<file path="config.mk">
export PLATFORM = sky130hd
export DESIGN_NAME = vgm_command_stream_converter
export DESIGN_NICKNAME = d
export VERILOG_FILES = /design/src/hdl/vgmcs_pkg.sv /design/src/hdl/vgm_command_stream_converter.sv /design/src/hdl/vgmcs_tick_conv.sv /design/src/hdl/vgmcs_parser.sv
export SDC_FILE = /design/constraint.sdc
export NUM_CORES = 1
export LEC_CHECK = 0
export ABC_CLOCK_PERIOD_IN_PS = 15900
export BUFFER_PORTS_ARGS = -buffer_cell sky130_fd_sc_hd__clkbuf_2
export CORE_ASPECT_RATIO = 1.25
export CORE_MARGIN = 1.5
export CORE_UTILIZATION = 50
export DETAILED_ROUTE_END_ITERATION = 12
export PLACE_DENSITY = 0.76
export SYNTH_ARGS = -nofsm -noshare
export SYNTH_HDL_FRONTEND = slang
export SYNTH_SLANG_ARGS = --single-unit
</file>
<file path="constraint.sdc">
create_clock -name aclk -period 15.9 [get_ports aclk]
set_input_delay 0.795 -clock aclk [delete_from_list [all_inputs] [get_ports aclk]]
set_output_delay 0.795 -clock aclk [all_outputs]
set_load 0.02 [all_outputs]
</file>
<file path="src/hdl/vgmcs_pkg.sv">
// Shared types and constants for the sound-log command stream converter.
package vgmcs_pkg;

    // Command opcodes of the data section
    localparam logic [7:0] OP_REG_WRITE = 8'h5A;
    localparam logic [7:0] OP_WAIT_WORD = 8'h61;
    localparam logic [7:0] OP_WAIT_60HZ = 8'h62;
    localparam logic [7:0] OP_WAIT_50HZ = 8'h63;
    localparam logic [7:0] OP_END       = 8'h66;
    localparam logic [3:0] OP_WAIT_SHORT_HI = 4'h7;  // 0x70..0x7F

    localparam logic [15:0] WAIT_60HZ_SAMPLES = 16'd735;
    localparam logic [15:0] WAIT_50HZ_SAMPLES = 16'd882;

    // 44100 Hz samples per 980 Hz tick, and floor(2^22 / 45) for the
    // reciprocal divide
    localparam logic [5:0]  SAMPLES_PER_TICK = 6'd45;
    localparam logic [16:0] TICK_RECIP       = 17'd93206;
    localparam int          TICK_RECIP_SHIFT = 22;

    typedef enum logic [1:0] {
        KIND_WRITE = 2'd0,
        KIND_WAIT  = 2'd1,
        KIND_END   = 2'd2,
        KIND_ERROR = 2'd3
    } kind_t;

    typedef enum logic [1:0] {
        ERR_NONE     = 2'd0,
        ERR_OPCODE   = 2'd1,
        ERR_TRUNC    = 2'd2,
        ERR_OVERFLOW = 2'd3
    } err_t;

    typedef enum logic [2:0] {
        PHASE_OPCODE = 3'b001,
        PHASE_PARAM1 = 3'b010,
        PHASE_PARAM2 = 3'b100
    } phase_t;

    typedef struct packed {
        logic        emit;
        kind_t       kind;
        logic [7:0]  reg_address;
        logic [7:0]  reg_value;
        logic [10:0] wait_ticks;
        err_t        error_code;
    } result_t;

    typedef struct packed {
        logic        overflow;
        logic [30:0] total_next;
        logic [5:0]  rem_next;
        logic [10:0] ticks;
    } wait_res_t;

endpackage

</file>
<file path="src/hdl/vgm_command_stream_converter.sv">
// Top level of the sound-log command stream converter: beat registers and parser.
//
// Converts the data section of a sound-log stream, one byte per input beat,
// into register-write, wait, end-of-data and error results. Waits accumulate
// into a 31-bit sample total; time is reported in 980 Hz ticks with the
// sub-tick remainder (samples modulo 45) carried exactly, and a wait result
// appears only when at least one whole tick was gained. Assert s_pass_start
// on the first byte of every pass: parsing restarts while timing carries on,
// which is how looping is done. After end of data, an error, or the byte
// flagged s_section_last, bytes are consumed silently until the next pass
// start. Each byte produces zero or one result. Throughput is one byte per
// clock while m_ready is high: a beat lands in the input register, is
// decoded by a single pass of logic (the divide by 45 is a reciprocal
// multiply with one correction step) and the result lands in the output
// register.
// A result waiting on m_ready holds the input stage; with m_ready high the
// block takes a byte every cycle. Unused result fields read zero.
module vgm_command_stream_converter (
    input  logic        aclk,
    input  logic        aresetn,

    input  logic        s_valid,
    output logic        s_ready,
    input  logic [7:0]  s_data_byte,
    input  logic        s_pass_start,
    input  logic        s_section_last,

    output logic        m_valid,
    input  logic        m_ready,
    output logic [1:0]  m_kind,
    output logic [7:0]  m_reg_address,
    output logic [7:0]  m_reg_value,
    output logic [10:0] m_wait_ticks,
    output logic [1:0]  m_error_code
);

    // input beat register
    logic       in_valid_reg;
    logic [7:0] in_data_reg;
    logic       in_start_reg;
    logic       in_last_reg;

    // result register
    vgmcs_pkg::result_t out_reg;
    logic               out_valid_reg;

    vgmcs_pkg::result_t result;
    logic               advance;

    // decode the held beat when the result slot is free or draining
    assign advance = in_valid_reg && (!out_valid_reg || m_ready);
    assign s_ready = !in_valid_reg || advance;

    vgmcs_parser u_parser (
        .aclk        (aclk),
        .aresetn     (aresetn),
        .step        (advance),
        .data_byte   (in_data_reg),
        .pass_start  (in_start_reg),
        .section_last(in_last_reg),
        .result      (result)
    );

    always_ff @(posedge aclk) begin
        if (!aresetn) begin
            in_valid_reg <= 1'b0;
        end else if (s_ready) begin
            in_valid_reg <= s_valid;
        end
    end

    always_ff @(posedge aclk) begin
        if (s_valid && s_ready) begin
            in_data_reg  <= s_data_byte;
            in_start_reg <= s_pass_start;
            in_last_reg  <= s_section_last;
        end
    end

    always_ff @(posedge aclk) begin
        if (!aresetn) begin
            out_valid_reg <= 1'b0;
        end else if (advance) begin
            out_valid_reg <= result.emit;
        end else if (m_ready) begin
            out_valid_reg <= 1'b0;
        end
    end

    always_ff @(posedge aclk) begin
        if (advance && result.emit) begin
            out_reg <= result;
        end
    end

    assign m_valid       = out_valid_reg;
    assign m_kind        = 2'(out_reg.kind);
    assign m_reg_address = out_reg.reg_address;
    assign m_reg_value   = out_reg.reg_value;
    assign m_wait_ticks  = out_reg.wait_ticks;
    assign m_error_code  = 2'(out_reg.error_code);

`ifndef SYNTHESIS
    a_no_overwrite: assert property (@(posedge aclk) disable iff (!aresetn)
        (out_valid_reg && !m_ready) |-> !advance)
        else $error("pending result overwritten");

    a_hold_on_stall: assert property (@(posedge aclk) disable iff (!aresetn)
        (in_valid_reg && !advance) |=> in_valid_reg)
        else $error("held beat dropped");

    a_out_is_emit: assert property (@(posedge aclk) disable iff (!aresetn)
        (advance && result.emit) |=> (m_valid && out_reg.emit))
        else $error("emitted result not presented");
`endif

endmodule

</file>
<file path="src/hdl/vgmcs_tick_conv.sv">
// Sample total update and exact 44100 Hz to 980 Hz tick conversion.
module vgmcs_tick_conv (
    input  logic [15:0]          wait_samples,
    input  logic [30:0]          total,
    input  logic [5:0]           remainder,
    output vgmcs_pkg::wait_res_t res
);

    logic [31:0] sum_total;
    logic [16:0] samples;
    logic [33:0] prod;
    logic [10:0] q0;
    logic [16:0] r0_wide;
    logic [6:0]  r0;

    assign sum_total = {1'b0, total} + {16'b0, wait_samples};
    assign samples   = {11'b0, remainder} + {1'b0, wait_samples};

    // floor reciprocal: q0 is the quotient or one below it
    assign prod    = {17'b0, samples} * {17'b0, vgmcs_pkg::TICK_RECIP};
    assign q0      = prod[vgmcs_pkg::TICK_RECIP_SHIFT +: 11];
    assign r0_wide = samples - ({6'b0, q0} * {11'b0, vgmcs_pkg::SAMPLES_PER_TICK});
    assign r0      = r0_wide[6:0];

    always_comb begin
        res.overflow   = sum_total[31];
        res.total_next = sum_total[30:0];
        if (r0 >= {1'b0, vgmcs_pkg::SAMPLES_PER_TICK}) begin
            res.ticks    = q0 + 11'd1;
            res.rem_next = 6'(r0 - {1'b0, vgmcs_pkg::SAMPLES_PER_TICK});
        end else begin
            res.ticks    = q0;
            res.rem_next = r0[5:0];
        end
    end

endmodule

</file>
<file path="src/hdl/vgmcs_parser.sv">
// Command decoder with parse and timing state; one byte per step.
module vgmcs_parser (
    input  logic               aclk,
    input  logic               aresetn,
    input  logic               step,
    input  logic [7:0]         data_byte,
    input  logic               pass_start,
    input  logic               section_last,
    output vgmcs_pkg::result_t result
);

    vgmcs_pkg::phase_t phase_reg, phase_next, phase_eff;
    logic        pending_write_reg, pending_write_next;
    logic [7:0]  first_param_reg, first_param_next;
    logic [5:0]  rem_reg, rem_next;
    logic [30:0] total_reg, total_next;
    logic        halted_reg, halted_next;

    logic        do_wait;
    logic [15:0] wait_samples;
    vgmcs_pkg::wait_res_t wres;

    vgmcs_tick_conv u_tick_conv (
        .wait_samples(wait_samples),
        .total       (total_reg),
        .remainder   (rem_reg),
        .res         (wres)
    );

    always_comb begin
        phase_eff          = pass_start ? vgmcs_pkg::PHASE_OPCODE : phase_reg;
        phase_next         = phase_eff;
        halted_next        = pass_start ? 1'b0 : halted_reg;
        pending_write_next = pending_write_reg;
        first_param_next   = first_param_reg;
        rem_next           = rem_reg;
        total_next         = total_reg;
        do_wait            = 1'b0;
        wait_samples       = '0;
        result             = '0;
        result.kind        = vgmcs_pkg::KIND_WRITE;
        result.error_code  = vgmcs_pkg::ERR_NONE;

        if (!halted_next) begin
            case (phase_eff)
                vgmcs_pkg::PHASE_PARAM1: begin
                    first_param_next = data_byte;
                    if (section_last) begin
                        result.emit       = 1'b1;
                        result.kind       = vgmcs_pkg::KIND_ERROR;
                        result.error_code = vgmcs_pkg::ERR_TRUNC;
                        phase_next        = vgmcs_pkg::PHASE_OPCODE;
                        halted_next       = 1'b1;
                    end else begin
                        phase_next = vgmcs_pkg::PHASE_PARAM2;
                    end
                end
                vgmcs_pkg::PHASE_PARAM2: begin
                    phase_next = vgmcs_pkg::PHASE_OPCODE;
                    if (pending_write_reg) begin
                        result.emit        = 1'b1;
                        result.kind        = vgmcs_pkg::KIND_WRITE;
                        result.reg_address = first_param_reg;
                        result.reg_value   = data_byte;
                    end else begin
                        do_wait      = 1'b1;
                        wait_samples = {data_byte, first_param_reg};
                    end
                end
                default: begin
                    // opcode phase
                    phase_next = vgmcs_pkg::PHASE_OPCODE;
                    if (data_byte == vgmcs_pkg::OP_END) begin
                        result.emit = 1'b1;
                        result.kind = vgmcs_pkg::KIND_END;
                        halted_next = 1'b1;
                    end else if (data_byte[7:4] == vgmcs_pkg::OP_WAIT_SHORT_HI) begin
                        do_wait      = 1'b1;
                        wait_samples = {12'b0, data_byte[3:0]} + 16'd1;
                    end else if (data_byte == vgmcs_pkg::OP_WAIT_50HZ) begin
                        do_wait      = 1'b1;
                        wait_samples = vgmcs_pkg::WAIT_50HZ_SAMPLES;
                    end else if (data_byte == vgmcs_pkg::OP_WAIT_60HZ) begin
                        do_wait      = 1'b1;
                        wait_samples = vgmcs_pkg::WAIT_60HZ_SAMPLES;
                    end else if (data_byte == vgmcs_pkg::OP_WAIT_WORD ||
                                 data_byte == vgmcs_pkg::OP_REG_WRITE) begin
                        if (section_last) begin
                            result.emit       = 1'b1;
                            result.kind       = vgmcs_pkg::KIND_ERROR;
                            result.error_code = vgmcs_pkg::ERR_TRUNC;
                            halted_next       = 1'b1;
                        end else begin
                            pending_write_next = (data_byte == vgmcs_pkg::OP_REG_WRITE);
                            phase_next         = vgmcs_pkg::PHASE_PARAM1;
                        end
                    end else begin
                        result.emit       = 1'b1;
                        result.kind       = vgmcs_pkg::KIND_ERROR;
                        result.error_code = vgmcs_pkg::ERR_OPCODE;
                        halted_next       = 1'b1;
                    end
                end
            endcase

            // zero-length word wait changes nothing
            if (do_wait && wait_samples != 16'd0) begin
                if (wres.overflow) begin
                    result.emit       = 1'b1;
                    result.kind       = vgmcs_pkg::KIND_ERROR;
                    result.error_code = vgmcs_pkg::ERR_OVERFLOW;
                    phase_next        = vgmcs_pkg::PHASE_OPCODE;
                    halted_next       = 1'b1;
                end else begin
                    total_next = wres.total_next;
                    rem_next   = wres.rem_next;
                    if (wres.ticks != 11'd0) begin
                        result.emit       = 1'b1;
                        result.kind       = vgmcs_pkg::KIND_WAIT;
                        result.wait_ticks = wres.ticks;
                    end
                end
            end

            if (section_last) begin
                halted_next = 1'b1;
            end
        end
    end

    always_ff @(posedge aclk) begin
        if (!aresetn) begin
            phase_reg         <= vgmcs_pkg::PHASE_OPCODE;
            pending_write_reg <= 1'b0;
            first_param_reg   <= '0;
            rem_reg           <= '0;
            total_reg         <= '0;
            halted_reg        <= 1'b0;
        end else if (step) begin
            phase_reg         <= phase_next;
            pending_write_reg <= pending_write_next;
            first_param_reg   <= first_param_next;
            rem_reg           <= rem_next;
            total_reg         <= total_next;
            halted_reg        <= halted_next;
        end
    end

`ifndef SYNTHESIS
    a_rem_in_range: assert property (@(posedge aclk) disable iff (!aresetn)
        rem_reg < vgmcs_pkg::SAMPLES_PER_TICK)
        else $error("tick remainder out of range");

    a_wait_nonzero: assert property (@(posedge aclk) disable iff (!aresetn)
        (result.emit && result.kind == vgmcs_pkg::KIND_WAIT) |-> result.wait_ticks != 11'd0)
        else $error("wait result with zero ticks");

    a_halted_silent: assert property (@(posedge aclk) disable iff (!aresetn)
        (halted_reg && !pass_start) |-> !result.emit)
        else $error("result while halted");

    a_error_halts: assert property (@(posedge aclk) disable iff (!aresetn)
        (step && result.emit && result.kind == vgmcs_pkg::KIND_ERROR) |=> halted_reg)
        else $error("error did not halt parser");

    a_overflow_keeps_total: assert property (@(posedge aclk) disable iff (!aresetn)
        (step && result.emit && result.error_code == vgmcs_pkg::ERR_OVERFLOW)
        |=> total_reg == $past(total_reg))
        else $error("overflow changed sample total");
`endif

endmodule

</file>
==> metrics.txt <==
Reg clk slew, reported paths ~70 ps; Worst Setup Start Kind flip-flop; GP Congestion just over 0.9; vias slightly below 9,000; initial antenna violation count 0; largest cells by area after synthesis ha_1 17%, fa_1 14%, edfxtp_1 11%, dfxtp_1 9.5%, inv_1 6.1%; top cell family by delay on the critical path adder cells; First DRT Iteration DRCs around 520; Total GRT Usage about a quarter; Core Region approximately 22,000 µm²; share of layout cells above drive strength 1 roughly 8.7%; I/O Buffers 46; max-slew violations 0; Tcrit/Tclk final a little over 90%; PostCTS Resize Cnt 0; switching share of power 32.27%; detailed-router iteration count before antenna repair 5; status complete, no violations; crit-path max cell delay ~650 ps; Post-Layout Inst Area about 12,000 µm²; DR vias/cell approximately 5.7; Synthesized Nets 1,470; Final Routed Wirelength about 26,000 µm; vias in the first global route between 8,000 and 9,000; synth warn 0; Power Dens Cells ~53 nW/µm²; initial core utilization about half; fin nets around 1,500; clock sink count 93; fill count between 1,500 and 2,000; Post-synth EDFFs 41; post-layout minimum cycle time ~15,000 ps; hpwl dp 21,710 µm; max_slew headroom between 20% and 30%; Setup Skew between 9 and 10 ps; DIE HEIGHT about 170 µm; clock share of power around a third; WL/cell approximately 17 µm; CP arrival 14,610 ps; Post-synth top flop dfxtp_1; Least-Margin Pin Slew between 1000 and 1500 ps; number of max-cap violations 0; Seq cells post-synth 93; Hold Fails Final Rpt 0; fin worst setup slack 1354 ps; largest fanout on the critical path 31; final setup violating endpoints 0; CTS tree done; clk_lat worst skew about 340 ps; Internal Pwr Total 0.0004198 W; synthesis-to-finish area growth 7.156%; Die Width ~140 µm; CTS root buf clkbuf_16; largest net degree at the start of global routing 47; post-synthesis area per instance 8.927 µm²; CP dominant cell by count a21oi_1; Ports between 40 and 50; num rows 60; WP buf/inv 6; Reg power frac between 40% and 50%; CTS Buffer Depth 2; top post-synthesis cells by count 179 x inv_1, 149 x ha_1, 105 x nor2_1; Post-Syn Area 11,000 µm²; Synth top area share 16.95%; critical setup path kind flip-flop to flip-flop; Comb power frac a little under a quarter; H-tree Lvls 3; synth unique cells 95; worst hold path type flip-flop to flip-flop; Hold Buf Count CTS 0; ANT nets after route 0; CTS Buf Count 9; Crit path required time 15,960 ps; area leader, netlist ha_1; crit end category flip-flop; RSZ-0062 raised after global routing false; Setup Buffers After CTS 0; most common cell in the netlist inv_1; number of flip-flops in the largest register 31; area of placed instances about 11,000 µm²; Worst VDD drop 0.05830 mV; gate count after technology mapping 1,232; post-route setup TNS 0 ps; number of diodes 0; Peak Freq between 60 and 70 MHz; pre-CTS setup slack roughly 1500 ps; sequential-to-total area share from yosys stat roughly a fifth; first-pass GRT wire length ~44,000 µm; Psw approximately 0.0002 W; Residual DRC 0; total power draw roughly 0.00062 W; P_leak slightly below 6 nW; total global routing overflow 0; Fin Hold WS roughly 470 ps; asr flop ratio synth 0%; Die ar. 22,900 µm²; Critical Path Slowest Stage Cell or4b_2
[metrics by stage]
stage | utilization, % | std cells
floorplan | - | 1232
global route | 54.70 | 1548
global placement | 53.33 | 1532
finish | 54.70 | 1548
detailed placement | 53.33 | 1532
CTS | 54.70 | 1548
[per-layer routing]
layer  GRT usage (%)  vias to the layer above  share of wire, %
met2           42.37                      246                50
li1                -                     4296                 -
met1           28.86                     4182                41
met3           1.977                       76               3.8
met5               0                        -                 0
met4           11.55                        0               4.8
[layout make-up]
class	instances	area [µm²]	share of cell area [%]
clock buffers	9	225.2	1.911
clock inverters	7	68.82	0.5839
inverters	181	679.4	5.765
multi-input cells	926	7908	67.10
flip-flops and latches	93	2272	19.28
well taps	279	349.1	2.962
repair buffers	53	282.8	2.399
[placed cells by master, fill, tap and decap left out, types with 27 or more instances in the layout]
master	netlist	routed
ha_1	149	149
and2_1	27	27
xnor2_1	62	62
fa_1	75	75
edfxtp_1	41	41
nor2_1	105	105
clkbuf_2	0	46
xor2_1	34	34
nand3_1	28	28
o21ai_0	36	36
dfxtp_1	52	52
a21oi_1	71	71
nand2_1	71	71
inv_1	179	179
[power groups by stage]
stage | Combinational, W | Sequential (W) | Clock, W
finish | 0.000147 | 0.000265 | 0.000208
global route | 0.000165 | 0.000266 | 0.000220
CTS | 0.000147 | 0.000265 | 0.000211
detailed placement | 0.000146 | 0.000270 | 0
global placement | 0.000143 | 0.000270 | 0
floorplan | 0.000105 | 0.000273 | 0
[worst paths after layout]
check / from / to / slack [ps] / cells after the start
max: in_data_reg[0]$_DFFE_PP_ / m_reg_value[5]$_SDFFCE_PP0P_ / 1350 / 48
min: u_parser.total_reg[7]$_SDFFE_PN0P_ / u_parser.total_reg[7]$_SDFFE_PN0P_ / 470 / 2
max reg2reg: in_data_reg[0]$_DFFE_PP_ / m_reg_value[5]$_SDFFCE_PP0P_ / 1350 / 48
min reg2reg: u_parser.total_reg[7]$_SDFFE_PN0P_ / u_parser.total_reg[7]$_SDFFE_PN0P_ / 470 / 2
[worst min-delay path, delay by kind of cell (launching register included)]
family          cells  cell delay, ps
flops               1             320
simple gates        1              50
compound gates      1              60
[cell families after synthesis]
family / Yosys count / share of synthesized area (%)
buffers and inverters: 213 / 7.497
and+or+nand+nor: 347 / 16.05
muxes: 20 / 1.832
DFF: 93 / 20.66
adders and majority gates: 228 / 30.97
AOI/OAI and AO/OA: 229 / 14.36
xor gates and xnor gates: 102 / 8.635
Power figures use the tool's default switching activity.
